<file path="src/sv/bst_pkg.sv">
// Shared constants and types for the bounded set table.
package bst_pkg;

    localparam int CAPACITY_DEF = 16;
    localparam int VALUE_W      = 31;
    localparam int OP_W         = 2;
    localparam int STATUS_W     = 2;
    localparam int COUNT_W      = 5;

    localparam logic [OP_W-1:0] OP_LOOKUP = 2'd0;
    localparam logic [OP_W-1:0] OP_INSERT = 2'd1;
    localparam logic [OP_W-1:0] OP_REMOVE = 2'd2;
    localparam logic [OP_W-1:0] OP_CLEAR  = 2'd3;

    localparam logic [STATUS_W-1:0] ST_OK      = 2'd0;
    localparam logic [STATUS_W-1:0] ST_PRESENT = 2'd1;
    localparam logic [STATUS_W-1:0] ST_FULL    = 2'd2;
    localparam logic [STATUS_W-1:0] ST_ABSENT  = 2'd3;

    // Commands from the controller to the datapath
    typedef struct packed {
        logic load;     // capture opcode and value of an accepted transaction
        logic compare;  // register the match vector
        logic commit;   // update the table and load the result registers
    } bst_cmd_t;

endpackage

</file>
<file path="src/sv/bst_datapath.sv">
// Datapath: entry registers, occupancy, parallel compare and result registers.
module bst_datapath #(
    parameter int CAPACITY = bst_pkg::CAPACITY_DEF
) (
    input  logic                          aclk,
    input  logic                          aresetn,
    input  bst_pkg::bst_cmd_t             cmd,
    input  logic [bst_pkg::OP_W-1:0]      s_opcode,
    input  logic [bst_pkg::VALUE_W-1:0]   s_value,
    output logic [bst_pkg::STATUS_W-1:0]  m_status,
    output logic                          m_found,
    output logic [bst_pkg::COUNT_W-1:0]   m_member_count,
    output logic                          m_is_empty
);
    import bst_pkg::*;

    localparam int OCC_W = $clog2(CAPACITY + 1);
    localparam int IDX_W = (CAPACITY > 1) ? $clog2(CAPACITY) : 1;

    logic [VALUE_W-1:0]  entries_reg [CAPACITY];
    logic [OCC_W-1:0]    occ_reg, occ_next;
    logic [OP_W-1:0]     op_reg;
    logic [VALUE_W-1:0]  value_reg;
    logic [CAPACITY-1:0] match_reg;

    logic [STATUS_W-1:0] status_reg, status_next;
    logic                found_reg;
    logic [COUNT_W-1:0]  count_reg;
    logic                empty_reg;

    logic                hit;
    logic                full;
    logic [IDX_W-1:0]    slot_idx;
    logic [IDX_W-1:0]    last_idx;
    logic [IDX_W-1:0]    wr_idx;
    logic [VALUE_W-1:0]  wr_data;
    logic                wr_en;
    logic [OCC_W-1:0]    occ_dec;
    logic [OCC_W+COUNT_W-1:0] count_ext;

    // Operand capture
    always_ff @(posedge aclk) begin
        if (cmd.load) begin
            op_reg    <= s_opcode;
            value_reg <= s_value;
        end
    end

    // Parallel compare, only slots below occupancy take part
    always_ff @(posedge aclk) begin
        if (!aresetn) begin
            match_reg <= '0;
        end else if (cmd.compare) begin
            for (int i = 0; i < CAPACITY; i++) begin
                match_reg[i] <= (entries_reg[i] == value_reg) && (OCC_W'(i) < occ_reg);
            end
        end
    end

    // Members are distinct, so at most one match bit is set
    always_comb begin
        hit      = |match_reg;
        slot_idx = '0;
        for (int i = 0; i < CAPACITY; i++) begin
            if (match_reg[i]) begin
                slot_idx = slot_idx | IDX_W'(i);
            end
        end
    end

    assign full     = (occ_reg >= OCC_W'(CAPACITY));
    assign occ_dec  = occ_reg - OCC_W'(1);
    assign last_idx = occ_dec[IDX_W-1:0];

    always_comb begin
        status_next = ST_OK;
        occ_next    = occ_reg;
        wr_en       = 1'b0;
        wr_idx      = slot_idx;
        wr_data     = value_reg;
        case (op_reg)
            OP_LOOKUP: begin
                status_next = hit ? ST_OK : ST_ABSENT;
            end
            OP_INSERT: begin
                if (hit) begin
                    status_next = ST_PRESENT;
                end else if (full) begin
                    status_next = ST_FULL;
                end else begin
                    wr_en    = 1'b1;
                    wr_idx   = occ_reg[IDX_W-1:0];
                    occ_next = occ_reg + OCC_W'(1);
                end
            end
            OP_REMOVE: begin
                if (hit) begin
                    // swap-remove: last member moves into the freed slot
                    wr_en    = 1'b1;
                    wr_data  = entries_reg[last_idx];
                    occ_next = occ_dec;
                end else begin
                    status_next = ST_ABSENT;
                end
            end
            OP_CLEAR: begin
                occ_next = '0;
            end
            default: begin
                status_next = ST_OK;
            end
        endcase
    end

    always_ff @(posedge aclk) begin
        if (cmd.commit && wr_en) begin
            entries_reg[wr_idx] <= wr_data;
        end
    end

    always_ff @(posedge aclk) begin
        if (!aresetn) begin
            occ_reg <= '0;
        end else if (cmd.commit) begin
            occ_reg <= occ_next;
        end
    end

    assign count_ext = {{COUNT_W{1'b0}}, occ_next};

    always_ff @(posedge aclk) begin
        if (cmd.commit) begin
            status_reg <= status_next;
            found_reg  <= hit;
            count_reg  <= count_ext[COUNT_W-1:0];
            empty_reg  <= (occ_next == '0);
        end
    end

    assign m_status       = status_reg;
    assign m_found        = found_reg;
    assign m_member_count = count_reg;
    assign m_is_empty     = empty_reg;

    a_occ_bound: assert property (@(posedge aclk) disable iff (!aresetn)
        occ_reg <= OCC_W'(CAPACITY))
        else $error("occupancy above capacity");

    a_match_unique: assert property (@(posedge aclk) disable iff (!aresetn)
        $onehot0(match_reg))
        else $error("value held in more than one slot");

    a_insert_grows: assert property (@(posedge aclk) disable iff (!aresetn)
        (cmd.commit && op_reg == OP_INSERT && !hit && !full)
        |=> occ_reg == $past(occ_reg) + OCC_W'(1))
        else $error("insert did not grow the set");

endmodule

</file>
<file path="src/sv/bst_ctrl.sv">
// Controller: sequences load, compare and commit, and owns the handshakes.
module bst_ctrl (
    input  logic              aclk,
    input  logic              aresetn,
    input  logic              s_valid,
    output logic              s_ready,
    output logic              m_valid,
    input  logic              m_ready,
    output bst_pkg::bst_cmd_t cmd
);
    import bst_pkg::*;

    localparam logic [1:0] S_IDLE = 2'd0;
    localparam logic [1:0] S_CMP  = 2'd1;
    localparam logic [1:0] S_UPD  = 2'd2;

    logic [1:0] state_reg, state_next;
    logic       out_valid_reg, out_valid_next;
    logic       can_commit;

    assign can_commit  = !out_valid_reg || m_ready;
    assign s_ready     = (state_reg == S_IDLE) || ((state_reg == S_UPD) && can_commit);
    assign cmd.load    = s_valid && s_ready;
    assign cmd.compare = (state_reg == S_CMP);
    assign cmd.commit  = (state_reg == S_UPD) && can_commit;
    assign m_valid     = out_valid_reg;

    always_comb begin
        state_next = state_reg;
        case (state_reg)
            S_IDLE: begin
                if (cmd.load) begin
                    state_next = S_CMP;
                end
            end
            S_CMP: begin
                state_next = S_UPD;
            end
            S_UPD: begin
                // a new transaction may enter in the commit cycle
                if (can_commit) begin
                    state_next = cmd.load ? S_CMP : S_IDLE;
                end
            end
            default: begin
                state_next = S_IDLE;
            end
        endcase
    end

    always_comb begin
        if (cmd.commit) begin
            out_valid_next = 1'b1;
        end else if (m_ready) begin
            out_valid_next = 1'b0;
        end else begin
            out_valid_next = out_valid_reg;
        end
    end

    always_ff @(posedge aclk) begin
        if (!aresetn) begin
            state_reg     <= S_IDLE;
            out_valid_reg <= 1'b0;
        end else begin
            state_reg     <= state_next;
            out_valid_reg <= out_valid_next;
        end
    end

    a_commit_shows: assert property (@(posedge aclk) disable iff (!aresetn)
        cmd.commit |=> m_valid)
        else $error("committed result not presented");

    a_load_compares: assert property (@(posedge aclk) disable iff (!aresetn)
        cmd.load |=> cmd.compare)
        else $error("accepted transaction not compared");

    a_no_accept_in_cmp: assert property (@(posedge aclk) disable iff (!aresetn)
        (state_reg == S_CMP) |-> !s_ready)
        else $error("input accepted during compare");

endmodule

</file>
<file path="src/sv/bounded_set_table_top.sv">
// Top level of the bounded set table: controller plus datapath.
//
// A fixed-capacity set of naturals with lookup, insert, remove and clear.
// Input channel s_valid/s_ready carries s_opcode and s_value; result channel
// m_valid/m_ready carries m_status, m_found, m_member_count and m_is_empty.
// Every transaction yields exactly one result, in order.
//
// Sequence: an accepted input first has its parallel compare over all slots
// registered in the compare state, then the update state writes the table and
// loads the result register that drives m_*.
// A new transaction can be accepted while the previous one commits, unless the
// result channel stalls; compare and update share the single entry register bank.
//
// Reset (aresetn low, synchronous) empties the set and drops m_valid; entry
// contents are not cleared, slots at or above the count are never read.
// When the receiver stalls, the held result stays on m_*, one more input is
// accepted and compared, and its update waits until the held result is taken.
module bounded_set_table_top #(
    parameter int CAPACITY = bst_pkg::CAPACITY_DEF
) (
    input  logic                          aclk,
    input  logic                          aresetn,
    input  logic                          s_valid,
    output logic                          s_ready,
    input  logic [bst_pkg::OP_W-1:0]      s_opcode,
    input  logic [bst_pkg::VALUE_W-1:0]   s_value,
    output logic                          m_valid,
    input  logic                          m_ready,
    output logic [bst_pkg::STATUS_W-1:0]  m_status,
    output logic                          m_found,
    output logic [bst_pkg::COUNT_W-1:0]   m_member_count,
    output logic                          m_is_empty
);
    import bst_pkg::*;

    bst_cmd_t cmd;

    bst_ctrl u_ctrl (
        .aclk    (aclk),
        .aresetn (aresetn),
        .s_valid (s_valid),
        .s_ready (s_ready),
        .m_valid (m_valid),
        .m_ready (m_ready),
        .cmd     (cmd)
    );

    bst_datapath #(
        .CAPACITY (CAPACITY)
    ) u_datapath (
        .aclk           (aclk),
        .aresetn        (aresetn),
        .cmd            (cmd),
        .s_opcode       (s_opcode),
        .s_value        (s_value),
        .m_status       (m_status),
        .m_found        (m_found),
        .m_member_count (m_member_count),
        .m_is_empty     (m_is_empty)
    );

endmodule

</file>
<file path="config.mk">
export PLATFORM = sky130hd
export DESIGN_NAME = bounded_set_table_top
export DESIGN_NICKNAME = d
export VERILOG_FILES = /design/src/sv/bst_pkg.sv /design/src/sv/bst_datapath.sv /design/src/sv/bst_ctrl.sv /design/src/sv/bounded_set_table_top.sv
export SDC_FILE = /design/constraint.sdc
export NUM_CORES = 1
export LEC_CHECK = 0
export ABC_CLOCK_PERIOD_IN_PS = 4300
export BUFFER_PORTS_ARGS = -buffer_cell sky130_fd_sc_hd__buf_2
export CORE_MARGIN = 2
export CORE_UTILIZATION = 25
export CTS_CLUSTER_DIAMETER = 120
export DETAILED_ROUTE_END_ITERATION = 10
export GPL_ROUTABILITY_DRIVEN = 0
export SLEW_MARGIN = 5
export SYNTH_ARGS = -nofsm -noshare
export SYNTH_HDL_FRONTEND = slang
export SYNTH_HIERARCHICAL = 1
export SYNTH_SLANG_ARGS = --single-unit
</file>
<file path="constraint.sdc">
create_clock -name aclk -period 4.3 [get_ports aclk]
set_input_delay 0.215 -clock aclk [delete_from_list [all_inputs] [get_ports aclk]]
set_output_delay 0.215 -clock aclk [all_outputs]
set_load 0.05 [all_outputs]
</file>
==> run_results.csv <==
group,metric,value,unit
timing,setup_viol,0,
yosys,synth_xor_area_frac,0.158,
floorplan,fp.dieArea,113000,um^2
power,p_comb_frac,0.066,
clock_tree,clk_path_buf_depth,3,
job,maxCapViolations,0,
critical_path,path_class,"flop to flop",
yosys,ys_types,60,
drt,ant_nets,0,
critical_path,crit_arrival,3860,ps
yosys,async_flop_share,0,
power,p_sw_frac,0.242,
status,status,"finished clean",
layout,n_antenna_cell,0,
floorplan,die_x,336,um
yosys,syn_nets,1789,
yosys,postSynthCellCount,1745,
layout,drive_gt1_frac,0.219,
global_routing,grt.total_usage,0.184,
yosys,avgSynthCellArea,15.8,um^2
global_routing,grt_max_degree,83,
critical_path,crit_chain,"inv_1 > ha_4 > buf_4 > mux4_2 > mux4_2 > mux2_2",
clock_tree,clk_pin_slew_worst_paths,70,ps
yosys,yosys_warnings,6,
layout,final_util,0.297,
yosys,netlist_area,27600,um^2
critical_path,critPathMaxStageDelay,690,ps
drt,dr_total_vias,17800,
floorplan,io_pins,48,
power,p_per_area,381,nW/um^2
clock_tree,cts-root-buf,"clkbuf_16",
timing,period_minus_slack,3540,ps
timing,fmax,283,MHz
global_routing,grt_antenna_before_repair,5,
power,power.leakage,9.75,nW
timing,setup_tns,0,ps
critical_path,crit_top_cell,"mux4_2",
power,switchingPower,3.00,mW
layout,largest_reg_flops,496,
power,peakVddDrop,0.233,mV
clock_tree,cts_max_level,3,
clock_tree,clk_latency,630,ps
critical_path,critical_path_required,4620,ps
floorplan,rows,121,
timing,maxSlewHeadroom,0.143,
clock_tree,cts_inserted_buffers,66,
global_routing,grt_pass1_vias,17200,
critical_path,path_max_fanout,30,
placed_design,dp_hpwl,73800,um
critical_path,end_kind,"flop",
timing,worstMarginPinSlew,1270,ps
timing,hold_viol_final,0,
timing,clock_skew,42.6,ps
layout,area_delta_synth_final,17.4,%
power,p_clk_frac,0.438,
global_routing,grt_pass1_wl,144000,um
floorplan,initial_core_util,0.253,
yosys,synth-seq-area-share,0.602,
timing,finalCritPeriodShare,0.822,
yosys,synth_top_family_by_area,"XOR/XNOR gates",
yosys,synth_mux_area_frac,0.140,
drt,routed_wl,105000,um
floorplan,fp.coreArea,109000,um^2
critical_path,r2r_slack,760,ps
yosys,synthSimpleGateAreaFrac,0.0597,
clock_tree,post_cts_buffers,0,
global_routing,grt_overflow,0,
timing,final_max_slew_viol_count,0,
timing,grt_setup_unrepaired,"no",
clock_tree,cts_tree,"built",
power,p_seq_frac,0.496,
drt,avgRoutedWirePerCell,31.4,um
yosys,synth_edf_count,538,
yosys,ys.flop_type,"edfxtp_1",
placed_design,place.port_buffers,47,
floorplan,die_h,336,um
hold_path,hold_class,"primary input to flop",
critical_path,worstSetupStartpointType,"flop",
critical_path,critPathSlowestCell,"ha_4",
drt,drc,0,
layout,final_nets,1877,
power,intPower,9.36,mW
clock_tree,cts_resized,0,
yosys,synth-adder-area-share,0.00317,
drt,via_per_inst,5.29,
clock_tree,numClockSinks,562,
yosys,synth_compound_area_frac,0.0169,
drt,drtPass1Iterations,6,
drt,drtIter0Drc,3265,
yosys,synth-seq-cells,562,
worst max-delay path: cells and delay by family (launching register included):
family / cells / cell delay [ps]
adders and majority gates: 1 / 690
buffers and inverters: 2 / 710
muxes: 3 / 1250
DFF: 1 / 570
final cells by class:
cell class	instances	area [um^2]
inverter	13	48.8
tap	1476	1850
sequential	562	16600
clock inverter	38	338
fill	10800	76700
clock buffer	79	1720
multi-input combinational	1052	10600
timing repair buffer	138	1250
layer usage:
layer	vias to the layer above	global-route usage	wire length, um
met5	-	0	36
met4	6	0.101	6860
met3	284	0.0525	13300
met2	1416	0.275	45700
met1	9156	0.241	39500
li1	6895	-	-
cell families after synthesis:
group	after synthesis
compound gates	76
simple gates	283
xor+xnor	498
mux	188
buf+inv	131
flops	562
fa+ha+maj	7
Yosys cell counts (15+ instances only):
master	count	area, um^2
clkbuf_1	89	334
mux4_2	155	3490
o21ai_0	15	75.1
nand2_1	28	105
buf_2	17	85.1
a21oi_1	32	160
edfxtp_1	538	16200
mux2_2	32	360
dfxtp_1	24	480
nand4_1	78	488
xor2_1	257	2250
xnor2_1	241	2110
nor2_1	38	143
nor4_1	84	526
placed cells by master (no fill, tap or decap), types with 6 or more instances in the layout:
master           n
buf_12          19
xnor2_1        239
nand2_1         28
inv_1           12
a21oi_1         32
a211oi_1         6
dfxtp_1         23
mux4_2         155
nor2_4          16
nor2_1          22
edfxtp_1       538
ha_1             6
clkbuf_16       67
mux2_2          32
buf_4           36
buf_2           47
nand3_1         12
clkinv_1        19
nor4_1          84
nor3_1          11
nand4_1         78
xor2_1         257
o21ai_0         14
clkbuf_1        12
clkinv_2         7
dlygate4sd3_1   36
what timing repair did:
action	4_1_cts	5_1_grt
endpoints found under the hold margin	38	0
hold buffers	36	0
endpoints found under the setup margin	0	0
power by group through the flow:
| stage | Combinational (mW) | Clock, mW | Sequential (mW) |
|---|---|---|---|
| 2_1_floorplan | 0.468 | 0 | 6.16 |
| 3_3_place_gp | 0.756 | 0 | 6.24 |
| 3_5_place_dp | 0.755 | 0 | 6.24 |
| 4_1_cts | 0.786 | 5.47 | 6.13 |
| 5_1_grt | 0.825 | 5.68 | 6.13 |
| 6_report | 0.814 | 5.41 | 6.13 |
final timing paths:
path / to / cells after the start / startpoint
setup / recovery: u_datapath/entries_reg[3][10] / 6 / u_datapath/occ_reg[1]
hold / removal: u_datapath/value_reg[7] / 2 / s_value[7]
setup reg to reg: u_datapath/entries_reg[3][10] / 6 / u_datapath/occ_reg[1]
hold reg to reg: u_datapath/match_reg[8] / 2 / u_datapath/match_reg[8]
metrics by stage:
stage          hold WS, ps  area [um^2]  setup slack, ps  instances  total power [mW]
2_1_floorplan          314        27600              387       1745              6.62
3_3_place_gp           397        30000              882       3205              7.00
3_5_place_dp           397        30000              827       3205              7.00
4_1_cts                305        32400              840       3358              12.4
5_1_grt                326        32400              666       3358              12.6
6_report               320        32400              764       3358              12.4
(Power assumes the default switching activity.)
